**src/hdl/ale_pkg.sv**
```systemverilog
package ale_pkg;

   // Default number of list slots.
   localparam int DEPTH_DEF = 64;

   // Field widths.
   localparam int ELEM_W = 32;
   localparam int IDX_W  = 7;
   localparam int CAP_W  = 7;
   localparam int OP_W   = 4;
   localparam int ST_W   = 2;

   // Channel widths; the tdata widths are padded to whole bytes.
   localparam int REQ_TDATA_W = 40;
   localparam int REQ_TUSER_W = OP_W;
   localparam int RSP_TDATA_W = ELEM_W;
   localparam int RSP_TUSER_W = ST_W;
   localparam int CSR_TDATA_W = 8;

   localparam logic [CAP_W-1:0] CAP_RESET = 7'd64;

   typedef enum logic [OP_W-1:0] {
      REQ_APPEND  = 4'd0,
      REQ_INSERT  = 4'd1,
      REQ_DELETE  = 4'd2,
      REQ_SEARCH  = 4'd3,
      REQ_GET     = 4'd4,
      REQ_SET     = 4'd5,
      REQ_MAX     = 4'd6,
      REQ_MIN     = 4'd7,
      REQ_SUM     = 4'd8,
      REQ_AVERAGE = 4'd9
   } req_code_type;

   typedef enum logic [ST_W-1:0] {
      ST_OK       = 2'd0,
      ST_FULL     = 2'd1,
      ST_BADIDX   = 2'd2,
      ST_NOTFOUND = 2'd3
   } status_type;

   typedef enum logic [2:0] {
      S_IDLE,
      S_SCAN,
      S_TAIL,
      S_DIV,
      S_DONE
   } state_type;

endpackage

```
**src/hdl/array_list_engine.sv**
```systemverilog
// Channel  Direction  Payload (lowest bits first)               Handshake
// req      in         tuser: req_type[3:0]                      req_tvalid / req_tready
//                     tdata: index[6:0], element[38:7], pad
// rsp      out        tuser: status[1:0]; tdata: value[31:0]    rsp_tvalid / rsp_tready
// csr      in         tdata: capacity[6:0], pad                 csr_tvalid / csr_tready
//
// One request is worked on at a time; req_tready is high only while the sequencer is idle.
// A request that walks stored elements (shifts, search, max, min, sum, get) reads them one by
// one; insert and a search hit that swaps add a separate write step afterwards, as the element
// memory has one read and one write port. Average then runs the serial divider, one quotient
// bit per cycle. Append and set write their slot without a walk, and a rejected request goes
// straight on to its response. Reset clears the count and the control state only; the element
// memory is never cleared, as only written slots are ever read. A waiting result sits in the
// output register while the next request is taken; a stalled result only holds back the finish
// of the following request.
module array_list_engine #(
   parameter int DEPTH = ale_pkg::DEPTH_DEF
) (
   input  logic                            clock,
   input  logic                            reset,
   input  logic                            req_tvalid,
   output logic                            req_tready,
   // index [6:0], element [38:7], zero pad [39]
   input  logic [ale_pkg::REQ_TDATA_W-1:0] req_tdata,
   // req_type [3:0]
   input  logic [ale_pkg::REQ_TUSER_W-1:0] req_tuser,
   output logic                            rsp_tvalid,
   input  logic                            rsp_tready,
   // value [31:0]
   output logic [ale_pkg::RSP_TDATA_W-1:0] rsp_tdata,
   // status [1:0]
   output logic [ale_pkg::RSP_TUSER_W-1:0] rsp_tuser,
   input  logic                            csr_tvalid,
   output logic                            csr_tready,
   // capacity [6:0], zero pad [7]
   input  logic [ale_pkg::CSR_TDATA_W-1:0] csr_tdata
);
   import ale_pkg::*;

   localparam int AW    = $clog2(DEPTH);
   localparam int CW    = $clog2(DEPTH + 1);
   localparam int CMPW  = (CW > IDX_W) ? CW : IDX_W;
   localparam int SUM_W = ELEM_W + CW;
   localparam logic [CMPW-1:0] DEPTH_C = CMPW'(DEPTH);

   // Sequencer and request registers.
   state_type               state_ff, state_in;
   logic [OP_W-1:0]         op_ff, op_in;
   logic [ELEM_W-1:0]       key_ff, key_in;
   logic [CW-1:0]           count_ff, count_in;
   logic [CAP_W-1:0]        cap_ff, cap_in;

   // Scan walker: issues one memory read per cycle from ptr_ff towards last_ff.
   logic [AW-1:0]           ptr_ff, ptr_in;
   logic [AW-1:0]           last_ff, last_in;
   logic                    down_ff, down_in;
   logic                    issue_ff, issue_in;
   logic                    rd_vld_ff, rd_vld_in;
   logic [AW-1:0]           rd_addr_ff, rd_addr_in;
   logic [ELEM_W-1:0]       rd_data_ff;
   logic [ELEM_W-1:0]       prev_ff, prev_in;
   logic [AW-1:0]           wr_addr_ff, wr_addr_in;

   // Result being built and the output register.
   logic signed [SUM_W-1:0] acc_ff, acc_in, acc_sum;
   logic [ELEM_W-1:0]       val_ff, val_in;
   status_type              st_ff, st_in;
   logic                    rsp_vld_ff, rsp_vld_in;
   logic [RSP_TDATA_W-1:0]  rsp_data_ff, rsp_data_in;
   logic [RSP_TUSER_W-1:0]  rsp_user_ff, rsp_user_in;

   // Element memory.
   logic [ELEM_W-1:0]       mem_q [DEPTH];
   logic                    mem_we;
   logic [AW-1:0]           mem_wa;
   logic [ELEM_W-1:0]       mem_wd;

   // Request decode.
   logic [OP_W-1:0]         req_op;
   logic [IDX_W-1:0]        req_idx;
   logic [ELEM_W-1:0]       req_elem;
   logic [CMPW-1:0]         n_c, i_c, cap_c, cap_eff;
   logic [AW-1:0]           n_a, nm1_a, idx_a;
   state_type               dsp_state;
   status_type              dsp_st;
   logic [AW-1:0]           dsp_first, dsp_last, dsp_waddr;

   logic                    rd_last, hit;
   logic                    div_start, div_done;
   logic [ELEM_W-1:0]       div_quo;

   assign req_op   = req_tuser[OP_W-1:0];
   assign req_idx  = req_tdata[IDX_W-1:0];
   assign req_elem = req_tdata[IDX_W +: ELEM_W];

   // The capacity register is saturated into the range one to DEPTH.
   assign n_c     = CMPW'(count_ff);
   assign i_c     = CMPW'(req_idx);
   assign cap_c   = CMPW'(cap_ff);
   assign cap_eff = (cap_ff == '0) ? CMPW'(1) : ((cap_c > DEPTH_C) ? DEPTH_C : cap_c);
   assign n_a     = count_ff[AW-1:0];
   assign nm1_a   = AW'(count_ff - 1'b1);
   assign idx_a   = i_c[AW-1:0];

   // Dispatch: error checks and the plan for the walk, decided as the request is taken.
   always_comb begin
      dsp_state = S_DONE;
      dsp_st    = ST_OK;
      dsp_first = '0;
      dsp_last  = nm1_a;
      dsp_waddr = idx_a;
      case (req_op)
         REQ_APPEND: begin
            dsp_waddr = n_a;
            if (n_c >= cap_eff) begin
               dsp_st = ST_FULL;
            end else begin
               dsp_state = S_TAIL;
            end
         end
         REQ_INSERT: begin
            if (i_c > n_c) begin
               dsp_st = ST_BADIDX;
            end else if (n_c >= cap_eff) begin
               dsp_st = ST_FULL;
            end else if (i_c == n_c) begin
               dsp_state = S_TAIL;
            end else begin
               // Shift upwards, starting from the top element.
               dsp_state = S_SCAN;
               dsp_first = nm1_a;
               dsp_last  = idx_a;
            end
         end
         REQ_DELETE: begin
            if (i_c >= n_c) begin
               dsp_st = ST_BADIDX;
            end else begin
               dsp_state = S_SCAN;
               dsp_first = idx_a;
            end
         end
         REQ_SEARCH: begin
            dsp_st    = ST_NOTFOUND;
            dsp_waddr = '0;
            if (n_c != '0) begin
               dsp_state = S_SCAN;
            end
         end
         REQ_GET: begin
            if (i_c >= n_c) begin
               dsp_st = ST_BADIDX;
            end else begin
               dsp_state = S_SCAN;
               dsp_first = idx_a;
               dsp_last  = idx_a;
            end
         end
         REQ_SET: begin
            if (i_c >= n_c) begin
               dsp_st = ST_BADIDX;
            end else begin
               dsp_state = S_TAIL;
            end
         end
         REQ_MAX, REQ_MIN, REQ_AVERAGE: begin
            if (n_c == '0) begin
               dsp_st = ST_BADIDX;
            end else begin
               dsp_state = S_SCAN;
            end
         end
         REQ_SUM: begin
            // An empty list sums to zero without complaint.
            if (n_c != '0) begin
               dsp_state = S_SCAN;
            end
         end
         default: begin
         end
      endcase
   end

   assign rd_last = rd_addr_ff == last_ff;
   assign hit     = rd_data_ff == key_ff;
   assign acc_sum = acc_ff + SUM_W'($signed(rd_data_ff));

   // Next state.
   always_comb begin
      state_in = state_ff;
      case (state_ff)
         S_IDLE: begin
            if (req_tvalid) begin
               state_in = dsp_state;
            end
         end
         S_SCAN: begin
            if (rd_vld_ff) begin
               case (op_ff)
                  REQ_SEARCH: begin
                     if (hit) begin
                        state_in = (rd_addr_ff != '0) ? S_TAIL : S_DONE;
                     end else if (rd_last) begin
                        state_in = S_DONE;
                     end
                  end
                  REQ_INSERT: begin
                     if (rd_last) begin
                        state_in = S_TAIL;
                     end
                  end
                  REQ_AVERAGE: begin
                     if (rd_last) begin
                        state_in = S_DIV;
                     end
                  end
                  default: begin
                     if (rd_last) begin
                        state_in = S_DONE;
                     end
                  end
               endcase
            end
         end
         S_TAIL: begin
            state_in = S_DONE;
         end
         S_DIV: begin
            if (div_done) begin
               state_in = S_DONE;
            end
         end
         S_DONE: begin
            if (!rsp_vld_ff || rsp_tready) begin
               state_in = S_IDLE;
            end
         end
         default: begin
            state_in = S_IDLE;
         end
      endcase
   end

   // Datapath and memory control.
   always_comb begin
      op_in       = op_ff;
      key_in      = key_ff;
      count_in    = count_ff;
      cap_in      = cap_ff;
      ptr_in      = ptr_ff;
      last_in     = last_ff;
      down_in     = down_ff;
      issue_in    = issue_ff;
      prev_in     = prev_ff;
      wr_addr_in  = wr_addr_ff;
      acc_in      = acc_ff;
      val_in      = val_ff;
      st_in       = st_ff;
      rsp_vld_in  = rsp_vld_ff;
      rsp_data_in = rsp_data_ff;
      rsp_user_in = rsp_user_ff;
      mem_we      = 1'b0;
      mem_wa      = rd_addr_ff;
      mem_wd      = rd_data_ff;
      div_start   = 1'b0;

      // The read data for the address issued now comes back in the next cycle.
      rd_vld_in  = (state_ff == S_SCAN) && issue_ff;
      rd_addr_in = ptr_ff;
      if ((state_ff == S_SCAN) && issue_ff) begin
         if (ptr_ff == last_ff) begin
            issue_in = 1'b0;
         end else begin
            ptr_in = down_ff ? AW'(ptr_ff - 1'b1) : AW'(ptr_ff + 1'b1);
         end
      end

      if (csr_tvalid) begin
         cap_in = csr_tdata[CAP_W-1:0];
      end

      if (rsp_tready) begin
         rsp_vld_in = 1'b0;
      end

      case (state_ff)
         S_IDLE: begin
            if (req_tvalid) begin
               op_in      = req_op;
               key_in     = req_elem;
               val_in     = '0;
               st_in      = dsp_st;
               acc_in     = '0;
               ptr_in     = dsp_first;
               last_in    = dsp_last;
               down_in    = req_op == REQ_INSERT;
               issue_in   = dsp_state == S_SCAN;
               wr_addr_in = dsp_waddr;
            end
         end
         S_SCAN: begin
            if (rd_vld_ff) begin
               case (op_ff)
                  REQ_INSERT: begin
                     mem_we = 1'b1;
                     mem_wa = AW'(rd_addr_ff + 1'b1);
                  end
                  REQ_DELETE: begin
                     // The first element read is the one removed; the rest move down.
                     if (rd_addr_ff == wr_addr_ff) begin
                        val_in = rd_data_ff;
                     end else begin
                        mem_we = 1'b1;
                        mem_wa = AW'(rd_addr_ff - 1'b1);
                     end
                     if (rd_last) begin
                        count_in = CW'(count_ff - 1'b1);
                     end
                  end
                  REQ_SEARCH: begin
                     prev_in = rd_data_ff;
                     if (hit) begin
                        val_in     = ELEM_W'(rd_addr_ff);
                        st_in      = ST_OK;
                        wr_addr_in = AW'(rd_addr_ff - 1'b1);
                        // Move the predecessor up now; the key goes below it next cycle.
                        if (rd_addr_ff != '0) begin
                           mem_we = 1'b1;
                           mem_wa = rd_addr_ff;
                           mem_wd = prev_ff;
                        end
                     end
                  end
                  REQ_GET: begin
                     val_in = rd_data_ff;
                  end
                  REQ_MAX: begin
                     if ((rd_addr_ff == '0) || ($signed(rd_data_ff) > $signed(val_ff))) begin
                        val_in = rd_data_ff;
                     end
                  end
                  REQ_MIN: begin
                     if ((rd_addr_ff == '0) || ($signed(rd_data_ff) < $signed(val_ff))) begin
                        val_in = rd_data_ff;
                     end
                  end
                  REQ_SUM: begin
                     acc_in = acc_sum;
                     if (rd_last) begin
                        val_in = acc_sum[ELEM_W-1:0];
                     end
                  end
                  REQ_AVERAGE: begin
                     acc_in = acc_sum;
                     if (rd_last) begin
                        div_start = 1'b1;
                     end
                  end
                  default: begin
                  end
               endcase
            end
         end
         S_TAIL: begin
            mem_we = 1'b1;
            mem_wa = wr_addr_ff;
            mem_wd = key_ff;
            if (op_ff inside {REQ_APPEND, REQ_INSERT}) begin
               count_in = CW'(count_ff + 1'b1);
            end
         end
         S_DIV: begin
            if (div_done) begin
               val_in = div_quo;
            end
         end
         S_DONE: begin
            if (!rsp_vld_ff || rsp_tready) begin
               rsp_vld_in  = 1'b1;
               rsp_data_in = val_ff;
               rsp_user_in = st_ff;
            end
         end
         default: begin
         end
      endcase
   end

   always_ff @(posedge clock) begin
      if (reset) begin
         state_ff   <= S_IDLE;
         count_ff   <= '0;
         cap_ff     <= CAP_RESET;
         issue_ff   <= 1'b0;
         rd_vld_ff  <= 1'b0;
         rsp_vld_ff <= 1'b0;
      end else begin
         state_ff   <= state_in;
         count_ff   <= count_in;
         cap_ff     <= cap_in;
         issue_ff   <= issue_in;
         rd_vld_ff  <= rd_vld_in;
         rsp_vld_ff <= rsp_vld_in;
      end
   end

   always_ff @(posedge clock) begin
      op_ff       <= op_in;
      key_ff      <= key_in;
      ptr_ff      <= ptr_in;
      last_ff     <= last_in;
      down_ff     <= down_in;
      rd_addr_ff  <= rd_addr_in;
      prev_ff     <= prev_in;
      wr_addr_ff  <= wr_addr_in;
      acc_ff      <= acc_in;
      val_ff      <= val_in;
      st_ff       <= st_in;
      rsp_data_ff <= rsp_data_in;
      rsp_user_ff <= rsp_user_in;
   end

   // One write port and one registered read port.
   always_ff @(posedge clock) begin
      if (mem_we) begin
         mem_q[mem_wa] <= mem_wd;
      end
      rd_data_ff <= mem_q[ptr_ff];
   end

   ale_div #(
      .NUM_W (SUM_W),
      .DEN_W (CW)
   ) u_div (
      .clock (clock),
      .reset (reset),
      .start (div_start),
      .num   (acc_sum),
      .den   (count_ff),
      .done  (div_done),
      .quo   (div_quo)
   );

   assign req_tready = state_ff == S_IDLE;
   assign rsp_tvalid = rsp_vld_ff;
   assign rsp_tdata  = rsp_data_ff;
   assign rsp_tuser  = rsp_user_ff;
   assign csr_tready = 1'b1;

endmodule

```
**src/hdl/ale_div.sv**
```systemverilog
module ale_div #(
   parameter int NUM_W = 39,
   parameter int DEN_W = 7
) (
   input  logic                       clock,
   input  logic                       reset,
   input  logic                       start,
   input  logic [NUM_W-1:0]           num,
   input  logic [DEN_W-1:0]           den,
   output logic                       done,
   output logic [ale_pkg::ELEM_W-1:0] quo
);
   import ale_pkg::*;

   localparam int CNT_W = $clog2(NUM_W + 1);

   logic             busy_ff, busy_in;
   logic             done_ff, done_in;
   logic             neg_ff, neg_in;
   logic [NUM_W-1:0] mag_ff, mag_in;
   logic [DEN_W-1:0] rem_ff, rem_in;
   logic [DEN_W-1:0] den_ff, den_in;
   logic [CNT_W-1:0] cnt_ff, cnt_in;

   logic [DEN_W:0]   trial;
   logic [DEN_W:0]   diff;
   logic             ge;

   // Restoring division of the magnitude, one quotient bit per cycle.
   assign trial = {rem_ff, mag_ff[NUM_W-1]};
   assign ge    = trial >= {1'b0, den_ff};
   assign diff  = trial - {1'b0, den_ff};

   always_comb begin
      busy_in = busy_ff;
      done_in = 1'b0;
      neg_in  = neg_ff;
      mag_in  = mag_ff;
      rem_in  = rem_ff;
      den_in  = den_ff;
      cnt_in  = cnt_ff;
      if (start) begin
         busy_in = 1'b1;
         neg_in  = num[NUM_W-1];
         mag_in  = num[NUM_W-1] ? NUM_W'(~num + 1'b1) : num;
         rem_in  = '0;
         den_in  = den;
         cnt_in  = CNT_W'(NUM_W);
      end else if (busy_ff) begin
         rem_in = ge ? diff[DEN_W-1:0] : trial[DEN_W-1:0];
         mag_in = {mag_ff[NUM_W-2:0], ge};
         cnt_in = CNT_W'(cnt_ff - 1'b1);
         if (cnt_ff == CNT_W'(1)) begin
            busy_in = 1'b0;
            done_in = 1'b1;
         end
      end
   end

   always_ff @(posedge clock) begin
      if (reset) begin
         busy_ff <= 1'b0;
         done_ff <= 1'b0;
      end else begin
         busy_ff <= busy_in;
         done_ff <= done_in;
      end
   end

   always_ff @(posedge clock) begin
      neg_ff <= neg_in;
      mag_ff <= mag_in;
      rem_ff <= rem_in;
      den_ff <= den_in;
      cnt_ff <= cnt_in;
   end

   assign done = done_ff;
   assign quo  = neg_ff ? ELEM_W'(~mag_ff[ELEM_W-1:0] + 1'b1) : mag_ff[ELEM_W-1:0];

endmodule

```
**config.mk**
```make
export PLATFORM = sky130hd
export DESIGN_NAME = array_list_engine
export DESIGN_NICKNAME = d
export VERILOG_FILES = /design/src/hdl/ale_pkg.sv /design/src/hdl/array_list_engine.sv /design/src/hdl/ale_div.sv
export SDC_FILE = /design/constraint.sdc
export NUM_CORES = 2
export LEC_CHECK = 0
export BUFFER_PORTS_ARGS = -buffer_cell sky130_fd_sc_hd__buf_2
export CAP_MARGIN = 20
export CORE_ASPECT_RATIO = 1.5
export CORE_MARGIN = 4
export CORE_UTILIZATION = 45
export CTS_BUF_LIST = sky130_fd_sc_hd__clkbuf_4
export DETAILED_ROUTE_END_ITERATION = 8
export PLACE_DENSITY = 0.71
export SKIP_LAST_GASP = 1
export SYNTH_ARGS = -nofsm -noshare
export SYNTH_HDL_FRONTEND = slang
export SYNTH_SLANG_ARGS = --single-unit
```
**constraint.sdc**
```tcl
create_clock -name clock -period 4.4 [get_ports clock]
set_input_delay 0.66 -clock clock [delete_from_list [all_inputs] [get_ports clock]]
set_output_delay 0.66 -clock clock [all_outputs]
set_load 0.01 [all_outputs]
```
==> summary by stage <==
Detailed routing
The highest layer used for signal routing is met5. The average wire per standard cell is 26.8 um. The wire length reported by the detailed router is 239 mm. The routed design uses approximately 130 mm of met2 wire.

The met1 wire length is 82.9 mm. The routed length on met3 is about 14 mm. Summing over every cut layer, the via total after detailed routing is about 52000. For this run, design rule violations remaining after detail routing come to 0. The average via count per standard cell is 5.80. The length of the first detailed-routing pass in iterations is 8. The first routing iteration left between 4000 and 5000 violations. The final antenna-violating net count is 0.

Synthesis
In this run, synthesis produced a sequential element count of 2362. Of all cell types, the one taking the most synthesized area is sky130_fd_sc_hd__edfxtp_1. The mean instance size in the synthesized netlist is 19.6 um^2.

The synthesized netlist contains 85 unique library cells. Counting flops with a built-in enable in the synthesized netlist gives 2283. Synthesis produced a netlist with a net count of 5074. The most used flip-flop cell after synthesis is sky130_fd_sc_hd__edfxtp_1.

After synthesis, the cell types taking the most area are sky130_fd_sc_hd__edfxtp_1, sky130_fd_sc_hd__mux4_2, sky130_fd_sc_hd__dfxtp_1. For this run, asynchronously set or reset flops after synthesis account for 0%. The synthesized design devotes to its leading area cell type 71.2% of total area. For this run, the number of Yosys warnings is 0. The portion of the post-synthesis area used by sequential elements is 72.9%. The synthesized netlist occupies a cell area of 96300 um^2.

The synthesized instance count is 4910.

STA
The slew at the pin closest to its max-slew limit is about 0.97 ns. The maximum clock rate is 0.234 GHz. Measured against its own limit, the worst slew margin works out to 35.0%. The final setup violation count is 0. The post-route minimum period is 4.28 ns. The final max-slew violation count is 0.

The count of final hold-check violations is 0. Setup repair after global routing could not meet its margin everywhere. Of the available clock period, the critical path in the final layout requires 97.2%. The worst clock skew on the final layout is 0.0996 ns.

The worst hold slack across all endpoints is 0.113 ns.

Floorplanning
The horizontal die dimension is around 390 um. The number of rows created at floorplan is slightly above 200. The die covers between 200000 and 250000 um^2.

The initial utilization of the core area, before any placement, comes to between 40 and 50%. After floorplanning, the core was sized to cover approximately 210000 um^2. The vertical die dimension is 574 um.

The top-level I/O count is 94.

Placement
The count of buffers inserted at the top-level ports is 90. The final estimated routing congestion in global placement is between 0.9 and 1. Once detailed placement completed, the half-perimeter wirelength came to 153 mm.

Cells and area
In the layout the commonest cells are sky130_fd_sc_hd__edfxtp_1, sky130_fd_sc_hd__clkbuf_4, sky130_fd_sc_hd__mux4_2. Leaving out fill and tap cells, the most frequent cell in the layout is sky130_fd_sc_hd__edfxtp_1. The fraction of final layout cells with drive strength greater than 1 is 34.0%. The layout has 16500 filler cells. For this run, the share of the core covered by cells in the final layout is 52.7%. The layout net count is 5903. The area growth from synthesis to layout is 16.2%.

Worst setup path
STA classifies the critical path endpoint as a register. By startpoint and endpoint, the worst setup path is classified as register to register. The required time of the worst setup path is 5.33 ns.

Of all nets on the critical path, the largest fanout is 5. Data arrives at the worst endpoint at 5.20 ns. The sort of element at the start of the critical path is a register.

Power
The power density of the placed cells is 403 nW/um^2. The worst vdd rail ir drop is approximately 0.28 mV. The leakage component of the power is 35.8 nW. The power after layout is roughly 0.045 W.

Global routing
The pin count of the biggest net entering global routing is 72. The aggregate global-route resource usage is between 20% and 30%. For this run the aggregate overflow at the end of global routing stands at 0.

The via count of the first global-routing pass came to 54300. The first-pass GRT wire length is roughly 350 mm. The number of antenna violations at the first check in global routing came to 7.

Clock network
Counting the buffers created by CTS gives 530. For the worst-skew pair, the clock arrives at the later sink with an insertion delay of between 1 and 1.5 ns. The clock root buffer master is sky130_fd_sc_hd__clkbuf_4.

Clock-pin slew was measured on the worst setup and hold paths at 0.07 ns. In this run the post-CTS setup repair buffer count came out at 0. TritonCTS built the clock tree. The clock net in this run drives a total of roughly 2400 sinks. The depth of the CTS H-tree is 6. The longest clock path from root to sink contains 4 buffers.

Run status
The flow ran to the end, and the final reports show no timing, DRC or antenna violations.

Flow run
The max capacitance violation total is 0.

Min path
The path type of the worst min-delay path is primary input to register.
[where the power goes]
group          total, W  internal, W  switching (W)
Combinational   0.00317      0.00120        0.00197
Sequential       0.0252       0.0250       0.000189
Clock            0.0167      0.00843        0.00823
Total            0.0450       0.0347         0.0104
[repair_timing]
item                                    CTS  global route
endpoints found under the setup margin    0            24
hold buffers                             66             0
gates resized for setup                   0            15
endpoints found under the hold margin    79             0
[critical path, cell delays in order (launching register included)]
cell and delay (ns):
sky130_fd_sc_hd__edfxtp_1 0.43, sky130_fd_sc_hd__ha_1 0.31, sky130_fd_sc_hd__a21o_1 0.18, sky130_fd_sc_hd__nand4_1 0.31
sky130_fd_sc_hd__a2111o_1 0.56, sky130_fd_sc_hd__a2111oi_1 0.44, sky130_fd_sc_hd__buf_4 0.21, sky130_fd_sc_hd__nor2_1 0.05
sky130_fd_sc_hd__xor2_1 0.17, sky130_fd_sc_hd__nor4b_2 0.25, sky130_fd_sc_hd__buf_4 0.16, sky130_fd_sc_hd__nor4bb_1 0.25
sky130_fd_sc_hd__buf_4 0.19, sky130_fd_sc_hd__a31oi_1 0.09, sky130_fd_sc_hd__xnor2_1 0.13, sky130_fd_sc_hd__mux2_2 0.27
[worst paths after layout]
check                     startpoint                          to  slack [ns]  cells after the start
max          acc_ff[1]$_SDFFCE_PN0P_  u_div.mag_ff[33]$_DFFE_PP_        0.12                     15
min                    req_tdata[12]         key_ff[5]$_DFFE_PP_        0.11                      2
max reg2reg  acc_ff[1]$_SDFFCE_PN0P_  u_div.mag_ff[33]$_DFFE_PP_        0.12                     15
min reg2reg   st_ff[1]$_SDFFCE_PP0P_      rsp_tuser[1]$_DFFE_PP_        0.44                      0
[state kept, by name (all words and copies together), names as in the netlist, 7 cells and up]
| register | cells |
|---|---|
| acc_ff | 39 |
| mem_q | 2048 |
| val_ff | 32 |
| cap_c | 7 |
| count_ff | 7 |
| u_div.den_ff | 7 |
| key_ff | 32 |
| u_div.rem_ff | 7 |
| rd_data_ff | 32 |
| u_div.mag_ff | 39 |
| rsp_tdata | 32 |
| prev_ff | 32 |
[synth_stat cells, types with 22 or more instances]
cell                       number
sky130_fd_sc_hd__and2_1        22
sky130_fd_sc_hd__mux2i_1       35
sky130_fd_sc_hd__nand4_1       33
sky130_fd_sc_hd__mux2_2        24
sky130_fd_sc_hd__a21o_1        40
sky130_fd_sc_hd__buf_1         63
sky130_fd_sc_hd__a22oi_1       52
sky130_fd_sc_hd__xor2_1        76
sky130_fd_sc_hd__edfxtp_1    2283
sky130_fd_sc_hd__nand3_1       36
sky130_fd_sc_hd__ha_1         104
sky130_fd_sc_hd__o21ai_0      131
sky130_fd_sc_hd__nor2_1       221
sky130_fd_sc_hd__nand2b_1      27
sky130_fd_sc_hd__clkbuf_1     171
sky130_fd_sc_hd__a21oi_1      122
sky130_fd_sc_hd__nor3_1        37
sky130_fd_sc_hd__inv_1         81
sky130_fd_sc_hd__nand2_1      238
sky130_fd_sc_hd__xnor2_1       98
sky130_fd_sc_hd__mux4_2       655
sky130_fd_sc_hd__dfxtp_1       79
[area by class of cell]
class | instances | area (um^2) | area share, %
Multi-Input combinational cell | 2224 | 25500 | 22.8
Inverter | 82 | 308 | 0.275
Timing Repair Buffer | 539 | 5780 | 5.16
Antenna cell | 7 | 17.5 | 0.0157
Clock inverter | 170 | 1040 | 0.929
Clock buffer | 732 | 5500 | 4.91
Sequential cell | 2362 | 70200 | 62.7
Tap cell | 2821 | 3530 | 3.16
[cells by family after synthesis]
group / synth area share, %
compound gates: 3.40
xor+xnor: 1.60
fa+ha+maj: 1.41
buf+inv: 1.29
flops: 72.9
mux: 16.0
other cells: 0.00390
simple gates: 3.46
[per-layer routing]
layer | global-route usage [%] | up-vias
met5 | 0 | -
met4 | 9.62 | 2
met3 | 3.05 | 560
met2 | 39.6 | 2181
met1 | 24.9 | 26900
li1 | - | 22200
[per-stage QoR]
stage / setup TNS [ns] / setup WS, ns / cells / area (um^2)
6_report: 0 / 0.125 / 8937 / 112000
3_5_place_dp: 0 / 0.0790 / 7962 / 105000
5_1_grt: -0.0146 / -0.0146 / 8935 / 112000
2_1_floorplan: 0 / 0.0465 / 4910 / 96300
4_1_cts: 0 / 0.0493 / 8930 / 112000
3_3_place_gp: 0 / 0.0518 / 7962 / 105000
Power figures use the tool's default switching activity.
